`src/design/awvn_pkg.sv`:
```
package awvn_pkg;

  localparam int MaxVertices = 1024;
  localparam int IdxBits = $clog2(MaxVertices);
  localparam int CoordBits = 24;
  localparam int AccBits = 64;
  localparam int QDepth = 2;

  typedef enum logic [1:0] {
    CMD_LOAD = 2'd0,
    CMD_TRI = 2'd1,
    CMD_READ = 2'd2,
    CMD_NONE = 2'd3
  } cmd_t;

  typedef struct packed {
    cmd_t cmd;
    logic [IdxBits-1:0] vi;
    logic [CoordBits-1:0] px;
    logic [CoordBits-1:0] py;
    logic [CoordBits-1:0] pz;
    logic [IdxBits-1:0] ca;
    logic [IdxBits-1:0] cb;
    logic [IdxBits-1:0] cc;
  } op_t;

  localparam logic signed [AccBits-1:0] AccMax = {1'b0, {(AccBits-1){1'b1}}};
  localparam logic signed [AccBits-1:0] AccMin = {1'b1, {(AccBits-1){1'b0}}};

  function automatic logic signed [AccBits-1:0] sat_add(
      input logic signed [AccBits-1:0] a, input logic signed [AccBits-1:0] b);
    logic signed [AccBits:0] s;
    s = {a[AccBits-1], a} + {b[AccBits-1], b};
    if (s[AccBits] != s[AccBits-1]) return s[AccBits] ? AccMin : AccMax;
    return s[AccBits-1:0];
  endfunction

  function automatic logic signed [AccBits-1:0] sat_sub(
      input logic signed [AccBits-1:0] a, input logic signed [AccBits-1:0] b);
    logic signed [AccBits:0] s;
    s = {a[AccBits-1], a} - {b[AccBits-1], b};
    if (s[AccBits] != s[AccBits-1]) return s[AccBits] ? AccMin : AccMax;
    return s[AccBits-1:0];
  endfunction

endpackage

```
`src/design/awvn_front.sv`:
```
module awvn_front (
  input  logic           clk,
  input  logic           rst,
  input  logic           push,
  output logic           full,
  input  awvn_pkg::op_t  op_in,
  output logic           q_valid,
  output awvn_pkg::op_t  q_op,
  input  logic           q_take
);
  import awvn_pkg::*;

  op_t slots [QDepth];
  logic rd_ptr, wr_ptr;
  logic [1:0] count;
  logic do_push, keep;

  // Commands that do nothing are dropped here and never reach the engine.
  assign keep = (op_in.cmd != CMD_NONE);
  assign full = (count == 2'(QDepth));
  assign do_push = push && !full && keep;
  assign q_valid = (count != 2'd0);
  assign q_op = slots[rd_ptr];

  always_ff @(posedge clk) begin
    if (do_push) slots[wr_ptr] <= op_in;
    if (rst) begin
      rd_ptr <= 1'b0;
      wr_ptr <= 1'b0;
      count <= 2'd0;
    end else begin
      if (do_push) wr_ptr <= ~wr_ptr;
      if (q_take) rd_ptr <= ~rd_ptr;
      count <= count + 2'(do_push) - 2'(q_take);
    end
  end

endmodule

```
`config.mk`:
```
export PLATFORM = sky130hd
export DESIGN_NAME = awvn_front
export DESIGN_NICKNAME = d
export VERILOG_FILES = /design/src/design/awvn_pkg.sv /design/src/design/awvn_front.sv
export SDC_FILE = /design/constraint.sdc
export NUM_CORES = 1
export LEC_CHECK = 0
export CORE_ASPECT_RATIO = 1.75
export CORE_MARGIN = 2
export CORE_UTILIZATION = 55
export CTS_BUF_LIST = sky130_fd_sc_hd__clkbuf_4
export DETAILED_ROUTE_END_ITERATION = 12
export DONT_BUFFER_PORTS = 1
export PLACE_DENSITY = 0.82
export SLEW_MARGIN = 30
export SYNTH_ARGS = -nofsm -noshare
export SYNTH_HDL_FRONTEND = slang
export SYNTH_SLANG_ARGS = --single-unit
```
`constraint.sdc`:
```
create_clock -name clk -period 6.5 [get_ports clk]
set_input_delay 0 -clock clk [delete_from_list [all_inputs] [get_ports clk]]
set_output_delay 0 -clock clk [all_outputs]
set_load 0.005 [all_outputs]
```
==> out/results.txt, run 1 <==
Synth cell types - 17
Setup Buffers After CTS - 0
run status - did not finish
Last stage - clock tree synthesis
number of primary I/O pins - 234
maximum root-to-sink buffer count - 3
proportion of synthesized chip area in sequential cells - 0.7972
TritonCTS Sinks - 233
post-cts resize count - 0
routability-driven placement congestion ratio - 0.7924
average footprint of a synthesized cell - 22.93 um2
Die Y-Extent - 170.5 um
root buffer cell - clkbuf_4
initial core utilization - 0.5634
CTS Buf Count - 50
number of synthesis warnings - 0
number of register bits inferred by synthesis - 233
quantity of I/O buffers inserted on ports - 0
# rows - 60
level count of the clock H-tree - 2
tool error message - [ERROR RSZ-0060] Max buffer count reached.
DIE WIDTH - 99.15 um
placed insts - 558
netlist area before placement - 8713 um2
placed wire-length estimate after detailed placement - 10.04 mm
post-synth net total - 500
hold-fix buffer count after cts - 128
Syn Inst Count - 380
worst setup slack after placement - 4435 ps
-- cells by family after synthesis --
| logic type | synth area share |
|---|---|
| adder cells (fa/ha/maj) | 0.002871 |
| flip-flops | 0.7972 |
| AND/OR/NAND/NOR | 0.007898 |
| multiplexers | 0.1745 |
| XOR/XNOR | 0.003016 |
| buffers and inverters | 0.01450 |
-- synthesized netlist by cell type --
cell type | n | area [um2]
nor2_1 | 7 | 26.28
or2_2 | 1 | 6.260
ha_1 | 2 | 25.02
dfxtp_1 | 5 | 100.1
edfxtp_1 | 228 | 6847
nor2b_1 | 2 | 12.51
buf_2 | 5 | 25.02
xor2_1 | 1 | 8.760
mux2_1 | 1 | 11.26
xnor2_1 | 2 | 17.52
inv_1 | 2 | 7.510
nand2_1 | 1 | 3.750
mux2_4 | 60 | 900.9
nand3b_4 | 1 | 20.02
mux2_2 | 54 | 608.1
buf_8 | 1 | 15.01
buf_6 | 7 | 78.83
-- metrics by stage --
step	cell area (um2)	hold slack, ps	util
2_1_floorplan	8713	71.61	-
3_3_place_gp	8884	68.66	0.5744
3_5_place_dp	8887	69.02	0.5747
==> inputs of run 2 (changes only) <==
--- a/config.mk
+++ b/config.mk
@@ -5,13 +5,11 @@
 export SDC_FILE = /design/constraint.sdc
 export NUM_CORES = 1
 export LEC_CHECK = 0
-export CORE_ASPECT_RATIO = 1.75
 export CORE_MARGIN = 2
-export CORE_UTILIZATION = 55
-export CTS_BUF_LIST = sky130_fd_sc_hd__clkbuf_4
+export CORE_UTILIZATION = 40
 export DETAILED_ROUTE_END_ITERATION = 12
 export DONT_BUFFER_PORTS = 1
-export PLACE_DENSITY = 0.82
+export PLACE_DENSITY_LB_ADDON = 0.15
 export SLEW_MARGIN = 30
 export SYNTH_ARGS = -nofsm -noshare
 export SYNTH_HDL_FRONTEND = slang
==> run 2 against run 1 <==
Compared with the run above:
- the run now ends clean
- synthesized area is the same
- synthesized cell count is the same
==> out/results.txt, run 2 <==
# Max-Cap Violations - 0
number of slew-limit violations in the final report - 0
slew at the pin closest to its max-slew limit - 832.6 ps
core area - 21,220 um2
relative slew slack - 0.4449
post-route clock period utilization - 0.3740
Pwr per Cell Area - 325.2 nW/um2
final-stage net count - 638
number of register bits inferred by synthesis - 233 (unchanged)
clock tree from TritonCTS - done
final standard cell area without fillers - 10,940 um2
combined flip-flop and latch cell area - 6950 um2
Remaining Overflow, GRT - 0
DIE WIDTH - 151.6 um (+53%)
Setup Buffers After CTS - 0 (unchanged)
initial antenna violation count - 0
most flop-heavy register - slots
leading register cell type out of synthesis - edfxtp_1
routability-driven placement congestion ratio - 0.6732 (-15%)
quantity of I/O buffers inserted on ports - 0 (unchanged)
area delta synth->final - 25.60%
arrival time at the worst endpoint - 2430 ps
Regs by FF count - slots (228), count (2)
Final Hold Vio Count - 0
Post-synth EDFFs - 228 (unchanged)
worst-case clock skew - 11.55 ps
fraction of synthesis flops using an asynchronous set or reset pin - 0 (unchanged)
wire length of the first global-routing pass - 22.58 mm
leading post-synthesis cells by instance count - edfxtp_1, mux2_4, mux2_2
cell accounting for the most synthesized area - edfxtp_1
via density per instance - 4.812
Total Routing Usage GR - 0.1281
placed wire-length estimate after detailed placement - 9.599 mm (-4.4%)
clock slew at reported path FFs - 60 ps
most common cell after layout, fill and taps aside - edfxtp_1
largest net degree at the start of global routing - 60
routed wire length - 15.45 mm
Syn Inst Count - 380 (unchanged)
root buffer cell - clkbuf_16
run status - finished clean
unrepaired setup endpoints after global routing - no
dominant cell by count in the synthesized netlist - edfxtp_1
top area cells in the synthesized netlist - edfxtp_1, mux2_4, mux2_2, dfxtp_1, buf_6
post-cts resize count - 0 (unchanged)
crit end category - primary output
Final setup violation count - 0
post-synth net total - 500 (unchanged)
number of synthesis warnings - 0 (unchanged)
fraction of final layout cells sized beyond drive strength 1 - 0.2876
number of primary I/O pins - 234 (unchanged)
Synth cell types - 17 (unchanged)
most frequent cells in the layout - edfxtp_1, dlygate4sd3_1, mux2_4
share of the synthesized area in the top cell type - 0.7858 (unchanged)
time the worst path needs with I/O delays and setup - 2431 ps
area of combinational cells with multiple inputs - 1655 um2
Fillers - 1,708
proportion of synthesized chip area in sequential cells - 0.7972 (unchanged)
Crit Path Class - reg2out
DR DRC count - 0
clock network latency to the later pin of the worst-skew pair - 500 ps
dpl cell area - 9015 um2 (+1.4%)
# rows - 53 (-12%)
Pre-antenna DRT Iters - 4
leakage power summed over all cells - 3.761 nW
# diodes - 0
maximum root-to-sink buffer count - 3 (unchanged)
vias in the first global route - 4,178
crit start category - register
average footprint of a synthesized cell - 22.93 um2 (unchanged)
fmax - 411.3 MHz
type of the tightest min-delay check - in2reg
Die Y-Extent - 151.6 um (-11%)
WL/cell - 19.14 um
Die Area - 22,980 um2
biggest fanout along the worst timing path - 58
data required time of the critical path - 6500 ps
maximum ir drop on the vdd rail - 0.2536 mV
Post-Route Setup TNS - 0 ps
TritonCTS Sinks - 233 (unchanged)
level count of the clock H-tree - 1 (-1)
hold-fix buffer count after cts - 119 (-7.0%)
number of vias after detailed routing - 3,883
netlist area before placement - 8713 um2 (unchanged)
max FFs per register - 228
CTS Buf Count - 24 (-52%)
drt initial violations - 127
initial core utilization - 0.4106 (-0.1528)
DRT antenna net count - 0
==> run 2: cell counts after synthesis <==
No cell type changed its count.
==> run 2: cell type report <==
| type | instances | share of cell area |
|---|---|---|
| inverter | 2 | 0.0006860 |
| sequential | 233 | 0.6351 |
| clock inverter | 8 | 0.007888 |
| multi-input combinational | 132 | 0.1513 |
| timing repair buffer | 125 | 0.1141 |
| tap | 275 | 0.03144 |
| clock buffer | 32 | 0.05956 |
==> run 2: cell families after synthesis <==
| kind of cell | count (synthesis) | synth area share |
|---|---|---|
| muxes | 115 | 0.1745 |
| buffers and inverters | 15 | 0.01450 |
| DFF | 233 | 0.7972 |
| adders and majority gates | 2 | 0.002871 |
| and+or+nand+nor | 12 | 0.007898 |
| xor gates and xnor gates | 3 | 0.003016 |
==> run 2: per-stage QoR <==
step	setup slack, ps	util	instances	power (W)	hold WS, ps
after detailed placement	4535	0.4248	648	0.002259	66.62
after CTS	3998	0.5157	807	0.003613	56.83
after global placement	4181	0.4239	647	0.002249	65.69
final	4069	0.5157	807	0.003559	60.49
after global routing	3912	0.5157	807	0.003712	128.0
after floorplan	543.5	-	380	0.002195	71.61
==> run 2: path summary, 6_finish.rpt <==
path | cells after the start | slack [ps] | start | to
worst min register to register | 2 | 520 | rd_ptr | rd_ptr
worst min-delay path | 5 | 60 | op_in[113] | count[1]
worst max register to register | 4 | 4570 | count[1] | wr_ptr
worst max-delay path | 2 | 4070 | register | q_op[20]
==> run 2: layer usage <==
metal	routed length, um	track usage
met5	0	0
met4	346	0.03704
met3	1894	0.06018
met2	7427	0.2190
met1	5777	0.1439
==> run 2: worst max-delay path: stages (launching register included) <==
cell and delay (ps):
dfxtp_4 700, buf_4 740, mux2_2 440
==> run 2: where the power goes <==
| part | leakage (nW) | internal (W) | switching [W] |
|---|---|---|---|
| combinational | 1.26 | 0.000204 | 0.000210 |
| sequential | 2.15 | 0.00183 | 0.0000438 |
| clock | 0.353 | 0.000775 | 0.000499 |
(Power assumes the default switching activity.)
==> inputs of run 3 (changes only) <==
==> constraint.sdc (replaced) <==
create_clock -name clk -period 2 [get_ports clk]
set_input_delay 0 -clock clk [delete_from_list [all_inputs] [get_ports clk]]
set_output_delay 0 -clock clk [all_outputs]
set_load 0.005 [all_outputs]
==> run 3 against run 2 <==
Compared with the run above:
- die area unchanged
- final area increased by 0.25%
- clock power increased to 3.1 times the previous value
- non-clock buffer count unchanged
- setup slack got worse by 3900 ps
- sequential power increased to 3.2 times the previous value
- via count decreased by 0.13%
- wire length decreased by 0.43%
- largest power group unchanged
==> out/results.txt, run 3 (synthesis results as in run 2) <==
Regs by FF count - slots (228), count (2)
Setup Buffers After CTS - 0 (unchanged)
run status - finished clean
non-filler instance count after layout - 809 (+0.25%)
maximum root-to-sink buffer count - 3 (unchanged)
fmax - 533.9 MHz
worst-case clock skew - 11.92 ps (+0.3777 ps)
hold-fix buffer count after cts - 119 (unchanged)
slew at the pin closest to its max-slew limit - 358.1 ps (-474.5 ps)
clock slew at reported path FFs - 60 ps (about the same)
Hold Crit Start - op_in[113]
root buffer cell - clkbuf_16
crit start category - register
# diodes - 0 (unchanged)
beginning of the worst register-to-register path - count[1]
max FFs per register - 228 (unchanged)
unrepaired setup endpoints after global routing - no
Final Hold Vio Count - 0 (unchanged)
level count of the clock H-tree - 1 (unchanged)
routability-driven placement congestion ratio - 0.6832 (+1.5%)
Die Y-Extent - 151.6 um (unchanged)
Die Area - 22,980 um2 (unchanged)
most common cell after layout, fill and taps aside - edfxtp_1
# Max-Cap Violations - 0 (unchanged)
core area - 21,220 um2 (unchanged)
total power consumption of the routed design - 0.01140 W (+220%)
most frequent cells in the layout - edfxtp_1, dlygate4sd3_1, mux2_4
Remaining Overflow, GRT - 0 (unchanged)
TritonCTS Sinks - 233 (unchanged)
Pwr per Cell Area - 1039 nW/um2 (+220%)
crit end category - primary output
data required time of the critical path - 2000 ps (-4500 ps)
biggest fanout along the worst timing path - 55 (-5.2%)
Cell Chain, Critical Path - buf_12 -> mux2_2
routed wire length - 15.38 mm (-0.43%)
quantity of I/O buffers inserted on ports - 0 (unchanged)
initial antenna violation count - 0 (unchanged)
number of cells on the critical path - 2 (unchanged)
Final setup violation count - 0 (unchanged)
clock network latency to the later pin of the worst-skew pair - 500 ps (about the same)
most flop-heavy register - slots
vias in the first global route - 4,099 (-1.9%)
drt initial violations - 136 (+7.1%)
number of slew-limit violations in the final report - 0 (unchanged)
DRT antenna net count - 0 (unchanged)
relative slew slack - 0.7613 (+0.3164)
# rows - 53 (unchanged)
number of vias after detailed routing - 3,878 (-0.13%)
number of primary I/O pins - 234 (unchanged)
initial core utilization - 0.4106 (unchanged)
type of the tightest min-delay check - in2reg
master of the slowest instance on the critical path - dfxtp_4
DR DRC count - 0 (unchanged)
leakage power summed over all cells - 3.760 nW (about the same)
cell family contributing the most delay on the critical path - flip-flops
Pre-antenna DRT Iters - 4 (unchanged)
via density per instance - 4.794 (-0.38%)
DIE WIDTH - 151.6 um (unchanged)
placed wire-length estimate after detailed placement - 9.530 mm (-0.71%)
reg-to-reg setup timing slack - 320 ps (-4250 ps)
reg2reg path depth - 4 (unchanged)
area delta synth->final - 25.92%
Total Routing Usage GR - 0.1280 (-0.0001503)
number of buffer and inverter instances along the worst setup path - 1 (unchanged)
Critical R2R Capture - wr_ptr
post-cts resize count - 0 (unchanged)
Hold Path Stages - 5 (unchanged)
combined flip-flop and latch cell area - 6952 um2 (about the same)
fraction of final layout cells sized beyond drive strength 1 - 0.2884 (+0.0007955)
final-stage net count - 638 (unchanged)
wire length of the first global-routing pass - 22.65 mm (+0.31%)
post-route clock period utilization - 0.9364
Fillers - 1,714 (+0.35%)
CTS Buf Count - 24 (unchanged)
area of combinational cells with multiple inputs - 1663 um2 (+0.45%)
clock tree from TritonCTS - done
WL/cell - 19.01 um (-0.68%)
arrival time at the worst endpoint - 1870 ps (-560 ps)
Final Hold Slack - 48.16 ps (-12.33 ps)
placed insts - 648 (unchanged)
biggest cell delay along the critical path - 570 ps (-170 ps)
Crit Path Class - reg2out
maximum ir drop on the vdd rail - 0.7562 mV (+200%)
hold worst-path end - count[1]
largest net degree at the start of global routing - 61 (+1.7%)
time the worst path needs with I/O delays and setup - 1873 ps
run 3: cell types whose count changed in the layout (fill, tap and decap cells not counted), sizes merged:
cell,change
clkinv,+3
clkbuf,+1
bufinv,-2
run 3: area by class of cell:
class,count,area share
clock buffer,33,0.05976
inverter,2,0.0006842
clock inverter,9,0.003535
sequential,233,0.6336
timing repair buffer,125,0.1195
tap,275,0.03136
multi-input combinational,132,0.1516
run 3: worst reg2reg max path, cell delays in order, from the launching register on:
cell and delay, ps:
dfxtp_2 340, nor2b_4 160, nand3b_4 190, dlygate4sd3_1 570, mux2_1 310
run 3: worst max-delay path by stage:
stage / start / end / slack (ps)
floorplan: count[1] / slots[0][0] / -740
finish: register / q_op[4] / 130
detailed placement: count[0] / count[1] / 360
global route: register / q_op[4] / 20
global placement: count[1] / count[1] / 400
CTS: register / q_op[41] / 80
run 3: through the flow:
step | utilization | TNS, ps | area, um2 | setup slack, ps
final | 0.5170 | 0 | 10970 | 127.1
after detailed placement | 0.4282 | 0 | 9086 | 356.2
after global routing | 0.5170 | 0 | 10970 | 24.18
after floorplan | - | -168610 | 8737 | -739.5
after global placement | 0.4282 | 0 | 9086 | 404.5
after CTS | 0.5170 | 0 | 10970 | 76.12
run 3: report_power, final:
group | switching, W | internal (W) | leakage (nW)
Sequential | 0.000132 | 0.00593 | 2.15
Clock | 0.00166 | 0.00227 | 0.333
Combinational | 0.000698 | 0.000706 | 1.28
run 3: layer usage:
layer,routed length (um),global-route usage
met1,5821,0.1449
met2,7524,0.2201
met3,1621,0.05329
met4,412,0.04167
met5,0,0
==> inputs of run 4 (changes only) <==
--- a/config.mk
+++ b/config.mk
@@ -10,6 +10,7 @@
 export DETAILED_ROUTE_END_ITERATION = 12
 export DONT_BUFFER_PORTS = 1
 export PLACE_DENSITY_LB_ADDON = 0.15
+export REMOVE_ABC_BUFFERS = 1
 export SLEW_MARGIN = 30
 export SYNTH_ARGS = -nofsm -noshare
 export SYNTH_HDL_FRONTEND = slang
==> run 4 against run 3 <==
Compared with the run above:
- fmax rose by 3.9%
- final area rose by 1.9%
- cell count rose by 0.62%
- utilization rose by 1.0 points
- via count rose by 1.1%
- critical path type unchanged
==> out/results.txt, run 4 (synthesis results as in run 2) <==
run status - finished clean
Post-Route Setup TNS - 0 ps (unchanged)
level count of the clock H-tree - 1 (unchanged)
clock network latency to the later pin of the worst-skew pair - 500 ps (about the same)
final core utilization - 0.5270 (+0.009965)
Hold Path Stages - 5 (unchanged)
Pre-antenna DRT Iters - 4 (unchanged)
# Max-Cap Violations - 0 (unchanged)
largest net degree at the start of global routing - 60 (-1.6%)
arrival time at the worst endpoint - 1800 ps (-70 ps)
# rows - 53 (unchanged)
routability-driven placement congestion ratio - 0.6751 (-1.2%)
Total Routing Usage GR - 0.1261 (-0.001832)
Final Hold Slack - 57.07 ps (+8.907 ps)
hold worst-path end - count[1]
Final Hold Vio Count - 0 (unchanged)
beginning of the worst register-to-register path - count[1]
number of buffer and inverter instances along the worst setup path - 1 (unchanged)
crit start category - register
Critical R2R Capture - wr_ptr
number of primary I/O pins - 234 (unchanged)
wire length of the first global-routing pass - 22.40 mm (-1.1%)
Setup Buffers After CTS - 0 (unchanged)
data required time of the critical path - 2000 ps (about the same)
worst-case clock skew - 12.09 ps (+0.1700 ps)
clock tree from TritonCTS - done
Pwr per Cell Area - 1109 nW/um2 (+6.7%)
unrepaired setup endpoints after global routing - no
most frequent cells in the layout - edfxtp_1, dlygate4sd3_1, mux2_4
type of the tightest min-delay check - in2reg
DRT antenna net count - 0 (unchanged)
WL/cell - 19.07 um (+0.30%)
vias in the first global route - 4,094 (-0.12%)
clock slew at reported path FFs - 60 ps (about the same)
Hold Crit Start - op_in[113]
master of the slowest instance on the critical path - dfxtp_4
Remaining Overflow, GRT - 0 (unchanged)
via density per instance - 4.816 (+0.46%)
final standard cell area without fillers - 11,180 um2 (+1.9%)
hold-fix buffer count after cts - 119 (unchanged)
most flop-heavy register - slots
initial core utilization - 0.4106 (unchanged)
max FFs per register - 228 (unchanged)
Die Area - 22,980 um2 (unchanged)
dpl cell area - 9092 um2 (about the same)
fmax - 554.5 MHz (+3.9%)
core area - 21,220 um2 (unchanged)
Final setup violation count - 0 (unchanged)
slew at the pin closest to its max-slew limit - 360.6 ps (+2.480 ps)
CTS Buf Count - 25 (+4.2%)
biggest cell delay along the critical path - 520 ps (-50 ps)
routed wire length - 15.52 mm (+0.92%)
maximum root-to-sink buffer count - 3 (unchanged)
time the worst path needs with I/O delays and setup - 1803 ps (-69.46 ps)
maximum ir drop on the vdd rail - 0.7726 mV (+2.2%)
final-stage net count - 641 (+0.47%)
crit end category - primary output
initial antenna violation count - 2 (+2)
DIE WIDTH - 151.6 um (unchanged)
leakage power summed over all cells - 3.869 nW (+2.9%)
TritonCTS Sinks - 233 (unchanged)
DR DRC count - 0 (unchanged)
Cell Chain, Critical Path - buf_4 -> mux2_2
placed insts - 650 (+0.31%)
placed wire-length estimate after detailed placement - 9.713 mm (+1.9%)
relative slew slack - 0.7596 (-0.001653)
non-filler instance count after layout - 814 (+0.62%)
Regs by FF count - slots (228), count (2)
most common cell after layout, fill and taps aside - edfxtp_1
reg-to-reg setup timing slack - 220 ps (-100 ps)
fraction of final layout cells sized beyond drive strength 1 - 0.3048 (+0.01644)
area delta synth->final - 28.35%
Die Y-Extent - 151.6 um (unchanged)
number of slew-limit violations in the final report - 0 (unchanged)
biggest fanout along the worst timing path - 20 (-64%)
cell family contributing the most delay on the critical path - flip-flops
drt initial violations - 153 (+13%)
post-route clock period utilization - 0.9017 (-0.03473)
number of vias after detailed routing - 3,920 (+1.1%)
post-cts resize count - 0 (unchanged)
Crit Path Class - reg2out
quantity of I/O buffers inserted on ports - 0 (unchanged)
reg2reg path depth - 4 (unchanged)
root buffer cell - clkbuf_16
run 4: how the worst max path moves through the flow:
stage | startpoint | to | depth (start not counted)
2_1_floorplan | count[1] | slots[0][0] | 3
3_3_place_gp | count[1] | count[1] | 8
3_5_place_dp | count[1] | count[1] | 8
4_1_cts | register | q_op[15] | 2
5_1_grt | count[1] | count[1] | 8
6_report | register | q_op[15] | 2
run 4: stage by stage:
stage	setup WS [ps]	total power, W
floorplan	-3956	0.007168
global placement	297.7	0.007349
detailed placement	284.7	0.007378
CTS	149.8	0.01257
global route	83.86	0.01288
finish	196.6	0.01240
run 4: per-layer routing:
layer | vias to the layer above | GRT usage | wire length [um]
met4 | 2 | 0.03519 | 265
met1 | 1954 | 0.1425 | 5831
met2 | 148 | 0.2242 | 7835
li1 | 1789 | - | -
met5 | - | 0 | 13
met3 | 27 | 0.04731 | 1574
run 4: worst reg2reg max path, stage by stage (launching register included):
cell and delay, ps:
dfxtp_1 350, nor2b_1 230, nand3b_4 220, dlygate4sd3_1 570
mux2_1 310
run 4: layout make-up:
| cell class | count | area, um2 |
|---|---|---|
| Antenna cell | 1 | 2.502 |
| Clock buffer | 28 | 636.9 |
| Clock inverter | 16 | 260.3 |
| Fill cell | 1711 | 10040 |
| Inverter | 2 | 7.507 |
| Multi-Input combinational cell | 132 | 1655 |
| Sequential cell | 233 | 6950 |
| Tap cell | 275 | 344.1 |
| Timing Repair Buffer | 127 | 1326 |
run 4: power by group:
| group | internal, W | leakage, nW | switching [W] |
|---|---|---|---|
| clock network | 0.00319 | 0.433 | 0.00175 |
| logic | 0.000704 | 1.29 | 0.000708 |
| registers | 0.00593 | 2.15 | 0.000120 |
| total | 0.00982 | 3.87 | 0.00258 |
